[config.mk]
export PLATFORM = sky130hd
export DESIGN_NAME = sorted_priority_queue
export DESIGN_NICKNAME = d
export VERILOG_FILES = /design/src/design/spq_pkg.sv /design/src/design/spq_cell.sv /design/src/design/sorted_priority_queue.sv
export SDC_FILE = /design/constraint.sdc
export NUM_CORES = 2
export LEC_CHECK = 0
export ABC_AREA = 0
export BUFFER_PORTS_ARGS = -buffer_cell sky130_fd_sc_hd__buf_4
export CAP_MARGIN = 20
export CORE_MARGIN = 1
export CORE_UTILIZATION = 58
export CTS_BUF_LIST = sky130_fd_sc_hd__clkbuf_8 sky130_fd_sc_hd__clkbuf_16
export DETAILED_ROUTE_END_ITERATION = 16
export PLACE_DENSITY = 0.87
export SYNTH_ARGS = -nofsm -noshare
export SYNTH_HDL_FRONTEND = slang
export SYNTH_HIERARCHICAL = 1
export SYNTH_SLANG_ARGS = --single-unit
[constraint.sdc]
create_clock -name clk_i -period 4.8 [get_ports clk_i]
set_input_delay 0.48 -clock clk_i [delete_from_list [all_inputs] [get_ports clk_i]]
set_output_delay 0.48 -clock clk_i [all_outputs]
set_load 0.02 [all_outputs]
[src/design/spq_pkg.sv]
// Package for the sorted priority queue: depth, widths, status codes and
// the cell control struct. No dependencies.
package spq_pkg;

  // Number of cells in the chain
  localparam int unsigned DEPTH = 16;
  // Width of the live-entry count (holds 0..DEPTH)
  localparam int unsigned CntW  = $clog2(DEPTH + 1);
  // Width of the capacity register and of the entry count result
  localparam int unsigned CapW  = 5;
  // Width used when comparing count against capacity
  localparam int unsigned CmpW  = (CntW > CapW) ? CntW : CapW;

  localparam int unsigned ValW  = 32;
  localparam int unsigned PrioW = 16;

  typedef enum logic [1:0] {
    ST_ENQ   = 2'd0,
    ST_DEQ   = 2'd1,
    ST_FULL  = 2'd2,
    ST_EMPTY = 2'd3
  } status_e;

  // Per-cycle command broadcast to every cell
  typedef struct packed {
    logic enq;
    logic deq;
  } spq_ctrl_t;

endpackage

[src/design/spq_cell.sv]
// One cell of the sorted chain: holds one entry, compares it against the
// incoming priority and takes data from a neighbour. Depends on spq_pkg.
module spq_cell
  import spq_pkg::*;
(
  input  logic                    clk_i,
  input  spq_ctrl_t               ctrl_i,
  input  logic                    occupied_i,
  input  logic signed [ValW-1:0]  new_value_i,
  input  logic signed [PrioW-1:0] new_prio_i,
  input  logic                    left_lt_i,
  input  logic signed [ValW-1:0]  left_value_i,
  input  logic signed [PrioW-1:0] left_prio_i,
  input  logic signed [ValW-1:0]  right_value_i,
  input  logic signed [PrioW-1:0] right_prio_i,
  output logic                    lt_o,
  output logic signed [ValW-1:0]  value_o,
  output logic signed [PrioW-1:0] prio_o
);

  logic signed [ValW-1:0]  value_q, value_d;
  logic signed [PrioW-1:0] prio_q, prio_d;

  // New entry goes ahead of this slot when the slot is free or holds
  // a strictly lower priority
  assign lt_o = !occupied_i || (prio_q < new_prio_i);

  // Choose the next contents: insert, shift back, shift forward or hold
  always_comb begin
    value_d = value_q;
    prio_d  = prio_q;
    if (ctrl_i.enq && lt_o) begin
      if (left_lt_i) begin
        value_d = left_value_i;
        prio_d  = left_prio_i;
      end else begin
        value_d = new_value_i;
        prio_d  = new_prio_i;
      end
    end else if (ctrl_i.deq) begin
      value_d = right_value_i;
      prio_d  = right_prio_i;
    end
  end

  // Entry payload needs no reset: slots are read only below the count
  always_ff @(posedge clk_i) begin
    value_q <= value_d;
    prio_q  <= prio_d;
  end

  assign value_o = value_q;
  assign prio_o  = prio_q;

endmodule

[src/design/sorted_priority_queue.sv]
// Top level of the sorted priority queue: count, capacity register, result
// register and the chain of spq_cell instances. Depends on spq_pkg, spq_cell.
//
//  channel  | direction | handshake              | payload
//  ---------+-----------+------------------------+---------------------------------------
//  in       | in        | in_valid_i/in_stall_o  | action_i, item_value_i, item_priority_i
//  out      | out       | out_valid_o/out_stall_i| status_o, out_value_o, entry_count_o
//  cfg      | in        | cfg_valid_i/cfg_ready_o| cfg_data_i (capacity)
//
// For each request all cells compare and shift at once, and the result is
// registered for the next cycle. A request is taken when no result is held
// or the held result leaves in the same cycle.
// Reset empties the queue and sets capacity to 16; no clearing pass is run.
// A stalled result holds the input side stalled.
module sorted_priority_queue
  import spq_pkg::*;
(
  input  logic                    clk_i,
  input  logic                    rst_ni,
  input  logic                    in_valid_i,
  output logic                    in_stall_o,
  input  logic                    action_i,
  input  logic signed [ValW-1:0]  item_value_i,
  input  logic signed [PrioW-1:0] item_priority_i,
  output logic                    out_valid_o,
  input  logic                    out_stall_i,
  output logic [1:0]              status_o,
  output logic signed [ValW-1:0]  out_value_o,
  output logic [CapW-1:0]         entry_count_o,
  input  logic                    cfg_valid_i,
  output logic                    cfg_ready_o,
  input  logic [CapW-1:0]         cfg_data_i
);

  logic [CntW-1:0]        count_q, count_d;
  logic [CapW-1:0]        cap_q;
  logic [CmpW-1:0]        cap_eff;
  logic                   out_valid_q;
  status_e                status_q, status_d;
  logic signed [ValW-1:0] value_q, value_d;
  logic [CntW-1:0]        res_count_q;
  logic                   accept;
  logic                   full;
  logic                   empty;
  spq_ctrl_t              ctrl;

  logic                    lt     [DEPTH];
  logic signed [ValW-1:0]  cval   [DEPTH];
  logic signed [PrioW-1:0] cprio  [DEPTH];

  // Handshakes
  assign in_stall_o  = out_valid_q && out_stall_i;
  assign accept      = in_valid_i && !in_stall_o;
  assign cfg_ready_o = 1'b1;

  // Clamp capacity into 1..DEPTH
  always_comb begin
    if (cap_q == '0) begin
      cap_eff = CmpW'(1);
    end else if (CmpW'(cap_q) > CmpW'(DEPTH)) begin
      cap_eff = CmpW'(DEPTH);
    end else begin
      cap_eff = CmpW'(cap_q);
    end
  end

  assign full  = CmpW'(count_q) >= cap_eff;
  assign empty = count_q == '0;

  // Decode the request into cell commands and the result
  always_comb begin
    ctrl     = '0;
    count_d  = count_q;
    status_d = ST_ENQ;
    value_d  = '0;
    if (!action_i) begin
      if (full) begin
        status_d = ST_FULL;
      end else begin
        ctrl.enq = accept;
        status_d = ST_ENQ;
        count_d  = count_q + CntW'(1);
      end
    end else begin
      if (empty) begin
        status_d = ST_EMPTY;
      end else begin
        ctrl.deq = accept;
        status_d = ST_DEQ;
        value_d  = cval[0];
        count_d  = count_q - CntW'(1);
      end
    end
  end

  // Chain of cells
  for (genvar i = 0; i < DEPTH; i++) begin : g_cell
    logic                    left_lt;
    logic signed [ValW-1:0]  left_val;
    logic signed [PrioW-1:0] left_prio;
    logic signed [ValW-1:0]  right_val;
    logic signed [PrioW-1:0] right_prio;
    logic                    occupied;

    assign occupied = CntW'(i) < count_q;

    if (i == 0) begin : g_head
      assign left_lt   = 1'b0;
      assign left_val  = cval[0];
      assign left_prio = cprio[0];
    end else begin : g_mid
      assign left_lt   = lt[i-1];
      assign left_val  = cval[i-1];
      assign left_prio = cprio[i-1];
    end

    if (i == DEPTH - 1) begin : g_tail
      assign right_val  = cval[i];
      assign right_prio = cprio[i];
    end else begin : g_body
      assign right_val  = cval[i+1];
      assign right_prio = cprio[i+1];
    end

    spq_cell u_cell (
      .clk_i        (clk_i),
      .ctrl_i       (ctrl),
      .occupied_i   (occupied),
      .new_value_i  (item_value_i),
      .new_prio_i   (item_priority_i),
      .left_lt_i    (left_lt),
      .left_value_i (left_val),
      .left_prio_i  (left_prio),
      .right_value_i(right_val),
      .right_prio_i (right_prio),
      .lt_o         (lt[i]),
      .value_o      (cval[i]),
      .prio_o       (cprio[i])
    );
  end

  // Control state: count, capacity, result valid
  always_ff @(posedge clk_i or negedge rst_ni) begin
    if (!rst_ni) begin
      count_q     <= '0;
      cap_q       <= CapW'(16);
      out_valid_q <= 1'b0;
    end else begin
      if (cfg_valid_i && cfg_ready_o) begin
        cap_q <= cfg_data_i;
      end
      if (accept) begin
        count_q     <= count_d;
        out_valid_q <= 1'b1;
      end else if (!out_stall_i) begin
        out_valid_q <= 1'b0;
      end
    end
  end

  // Result payload: load on accept, hold otherwise
  always_ff @(posedge clk_i) begin
    if (accept) begin
      status_q    <= status_d;
      value_q     <= value_d;
      res_count_q <= count_d;
    end
  end

  assign out_valid_o   = out_valid_q;
  assign status_o      = status_q;
  assign out_value_o   = value_q;
  assign entry_count_o = CapW'(res_count_q);

endmodule

## Word level (Yosys, flattened, before mapping)

Index checks and enable logic that the tools add are counted.

- $add $sub $neg: 2
- Magnitude comparators: 34
- Eq/ne operators: 1
- Multiplexer cells: 104
- Bitwise gates (word level): 1
- Reduce and logical (&&, ||, !) cells: 69

Operators by type and width:

| cell | number |
|---|---|
| 32-bit 2-to-1 mux | 45 |
| 16-bit 2-to-1 mux | 45 |
| 16-bit < comparator | 16 |
| 4-bit by 5-bit < comparator with 1-bit output (first input constant) | 8 |
| 2-bit nonzero test | 15 |
| 5-bit 2-to-1 mux | 5 |
| 3-bit by 5-bit < comparator with 1-bit output (first input constant) | 4 |
| 1-bit logical AND | 18 |
| 1-bit logical NOT | 17 |
| 1-bit logical OR | 16 |
| 5-bit logical NOT | 2 |
| 1-bit by 5-bit < comparator with 1-bit output (first input constant) | 2 |
| 2-bit by 5-bit < comparator with 1-bit output (first input constant) | 2 |
| 1-bit 2-to-1 mux | 6 |
| 2-bit 2-to-1 mux | 3 |
| 5-bit by 1-bit adder with 5-bit output (second input constant) | 1 |
| 5-bit >= comparator | 1 |
| 5-bit greater-than comparator (second input constant) | 1 |
| 5-bit by 1-bit subtractor with 5-bit output (second input constant) | 1 |
| 2-bit by 1-bit inequality test with 1-bit output (second input constant) | 1 |
| 2-bit OR reduction | 1 |
| 1-bit inverter | 1 |

- Flip-flop bits (word level): 818
- Input port bits: 59
- Output and inout port bits: 42
- Logic and storage cells: 249

## Logic depth before layout (Yosys ltp)

- Depth in word-level cells: 8
- Depth in mapped cells: 14
- Gate-level depth less buffers: 12

## Hierarchy

Netlist, hierarchy kept.

Modules (own cells, without submodules):

| module | instances | cells an instance | area each (um^2) | seq. area each (um^2) |
|---|---|---|---|---|
| spq_cell at g_cell[0].u_cell ... | 10 | 232 | 3001.6 | 1441.4 |
| spq_cell at g_cell[4].u_cell ... | 6 | 230 | 3000.4 | 1441.4 |
| sorted_priority_queue | 1 | 202 | 2402.3 | 1447.6 |

## Worst setup path before layout

Ideal clock, no wire load.

- Path type: reg-to-reg
- Start: reg cap_q[2]
- End: reg g_cell[4].u_cell.prio_q[0], enable pin
- Library setup time: 0.408 ns
- Arrival time: 4.383 ns
- Data required time: 4.392 ns
- Setup slack: 0.009 ns
- Stages on the path, launching flop included: 14
- Path buffers: 2
- Cells stage by stage: dfrtp_1 > nor3_1 > nor2_1 > nor2_1 > ha_1 > nor2b_4 > o21ai_2 > a211o_1 > nor2_1 > nand2_1 > mux2i_1 > buf_2 > buf_6 > or2_1

RTL lines:

| element | line | text |
|---|---|---|
| start, declared | sorted_priority_queue.sv:36 | `logic [CapW-1:0] cap_q;` |
| start signal, assigned | sorted_priority_queue.sv:146 | `cap_q <= CapW'(16);` |
| start signal, assigned | sorted_priority_queue.sv:150 | `cap_q <= cfg_data_i;` |
| end signal, assigned | spq_cell.sv:49 | `prio_q <= prio_d;` |
| end, declared | spq_cell.sv:22 | `logic signed [PrioW-1:0] prio_q, prio_d;` |

==> metrics.yaml <==
synth_nets: 4207
netlist_area_um2: 50410
critPathArrivalTime_ns: 4.61
fin_crit_ns: 4.203
rsz0062_at_grt: "false"
grt_use_total: 0.2430
power_density_nw_per_um2: 525.3
avgSynthCellArea_um2: 12.92
cts_tree: "yes"
start_util: 0.5883
swShare: 0.3211
rrSetupSlack_ns: 0.60
yosysWarnings: 6
multi_input_area_um2: 23870
grt_max_degree: 64
first_pass_iters: 7
cts.clk_slew.worst_paths_ns: 0.06
fin_tns_setup_ns: 0
start_kind: "flip-flop"
required_ns: 5.20
detail-route-antenna-nets: 0
routedWlPerCell_um: 21.22
fin_ws_ns: 0.5970
io_buffers: 99
use_met2: 0.3860
slew_violations: 0
critPathMostFrequentCell: "inv_1"
cp_top_family: "compound AO/OA/AOI/OAI gates"
ir_drop_uv: 388.0
chipHeight_um: 296.8
antenna_found_initial: 3
end_kind: "flip-flop"
netlist_instances: 3900
placed_area_um2: 52520
tightest_slew_ns: 1.049
status: "complete, no violations"
place_ws_ns: 0.5994
maxCapViolCount: 0
pwr-share-seq: 0.400
seq_area_um2: 24510
vias: 31331
htree_levels: 3
fill_cells: 5904
rows: 107
critical_path_peak_fanout: 32
fin_crit_sh: 0.8756
cts_resized: 0
layout-drive-gt1-share: 0.3995
grt_util_met1: 0.3512
die_x_um: 296.8
cp_slowest_cell: "o311ai_4"
crit_type: "flip-flop to flip-flop"
cts_sinks: 818
hpwlAfterDp_mm: 80.89
grt_pass1_wl_mm: 174.9
clk_path_buf_depth: 3
gr-total-overflow: 0
drt-initial-drc-count: 3116
dieArea_um2: 88090
ios: 101
pwr-share-comb: 0.371
crit_buf_inv: 4
routed_wl_mm: 110.0
cts_buffers: 88
clock_skew_ns: 0.03185
gp_congestion: 0.8615
finalPower_w: 0.02905
clkPwrFrac: 0.228
worst_path_largest_cell_delay_ns: 0.83
p_int_w: 0.01972
core_area_um2: 85680
viasPerCell: 6.044
met3_usage: 0.03197
post-route-drc-count: 0
cts-root-buf: "clkbuf_16"
max_freq_mhz: 237.9
setup_viol: 0
p_leak_nw: 20.87
final_cell_area_um2: 55310
busiest_layer: "met2"
finalHoldViolations: 0
p_switching_w: 0.009331
grt_pass1_vias: 31539
hp-class: "primary input to flip-flop"
final_nets: 4284
max-slew-margin-rel: 0.2984
syn_to_final_growth_pct: 9.730
worstPathCellList: "inv_1 > ha_1 > nor2b_4 > o21ai_2 > a211o_1 > nor2_2 > buf_4 > inv_1 > o311ai_4 > buf_12 > mux2_2"
insertion_delay_ns: 0.66
-- per-stage QoR --
step | cells | util | hold WS [ns]
after floorplan | 3900 | - | 0.1844
after global placement | 5030 | 0.6130 | 0.3391
after detailed placement | 5030 | 0.6130 | 0.3424
after CTS | 5182 | 0.6455 | 0.01031
after global routing | 5184 | 0.6455 | 0.02569
final | 5184 | 0.6455 | 0.02833
-- routing by layer --
metal,part of all wire,vias up
li1,-,14715
met1,0.46,15290
met2,0.46,1162
met3,0.064,164
met4,0.020,0
met5,0,-
-- worst register-to-register path, cell delays in order, from the launching register on --
cell and delay (ns):
dfrtp_1 0.54, inv_1 0.22, ha_1 0.37, nor2b_4 0.12, o21ai_2 0.11, a211o_1 0.37
nor2_2 0.18, buf_4 0.37, inv_1 0.16, o311ai_4 0.83, buf_12 0.30, mux2_2 0.39
-- what timing repair did --
action	4_1_cts	5_1_grt
endpoints found under the hold margin	11	0
setup buffers	0	0
hold buffers	1	0
-- cell type report --
class / count / area share
Sequential cell: 818 / 0.4431
Multi-Input combinational cell: 2598 / 0.4315
Clock buffer: 89 / 0.04027
Timing Repair Buffer: 188 / 0.03009
Tap cell: 1144 / 0.02588
Inverter: 283 / 0.01921
Clock inverter: 62 / 0.009863
Antenna cell: 2 / 0.00009049
-- worst paths after layout --
check	from	to	depth (start not counted)
worst max-delay path	count_q[0]	g_cell[14].u_cell/value_o[10]	11
worst min-delay path	in_valid_i	out_valid_o	2
worst max register to register	count_q[0]	g_cell[14].u_cell/value_o[10]	11
worst min register to register	g_cell[15].u_cell/value_o[27]	g_cell[14].u_cell/value_o[27]	1
max in group asynchronous	rst_ni	cap_q[4]	2
min in group asynchronous	rst_ni	out_valid_o	2
-- sequential cells by signal, summed over array words and instances (netlist names) --
name                   cells
cap_q                      5
count_q                    5
g_cell.u_cell/prio_o     256
g_cell.u_cell/value_o    512
out_value_o               32
entry_count_o              5
out_valid_o                1
status_o                   2
-- layout by cell type (no fill, tap or decap), drive strengths merged, types with 33 or more instances in the layout --
| master | instances |
|---|---|
| mux2 | 1315 |
| edfxtp | 807 |
| nand2 | 347 |
| inv | 301 |
| o21ai | 293 |
| ha | 248 |
| buf | 187 |
| clkbuf | 89 |
| a21oi | 68 |
| and2 | 34 |
| clkinv | 34 |
| nor2 | 33 |
-- power groups by stage --
stage | clock network, W | logic (W) | registers [W]
6_report | 0.00664 | 0.0108 | 0.0116
5_1_grt | 0.00696 | 0.0117 | 0.0118
4_1_cts | 0.00671 | 0.0107 | 0.0116
3_5_place_dp | 0 | 0.0105 | 0.0117
3_3_place_gp | 0 | 0.0101 | 0.0116
2_1_floorplan | 0 | 0.00835 | 0.0112
Power figures use the tool's default switching activity.
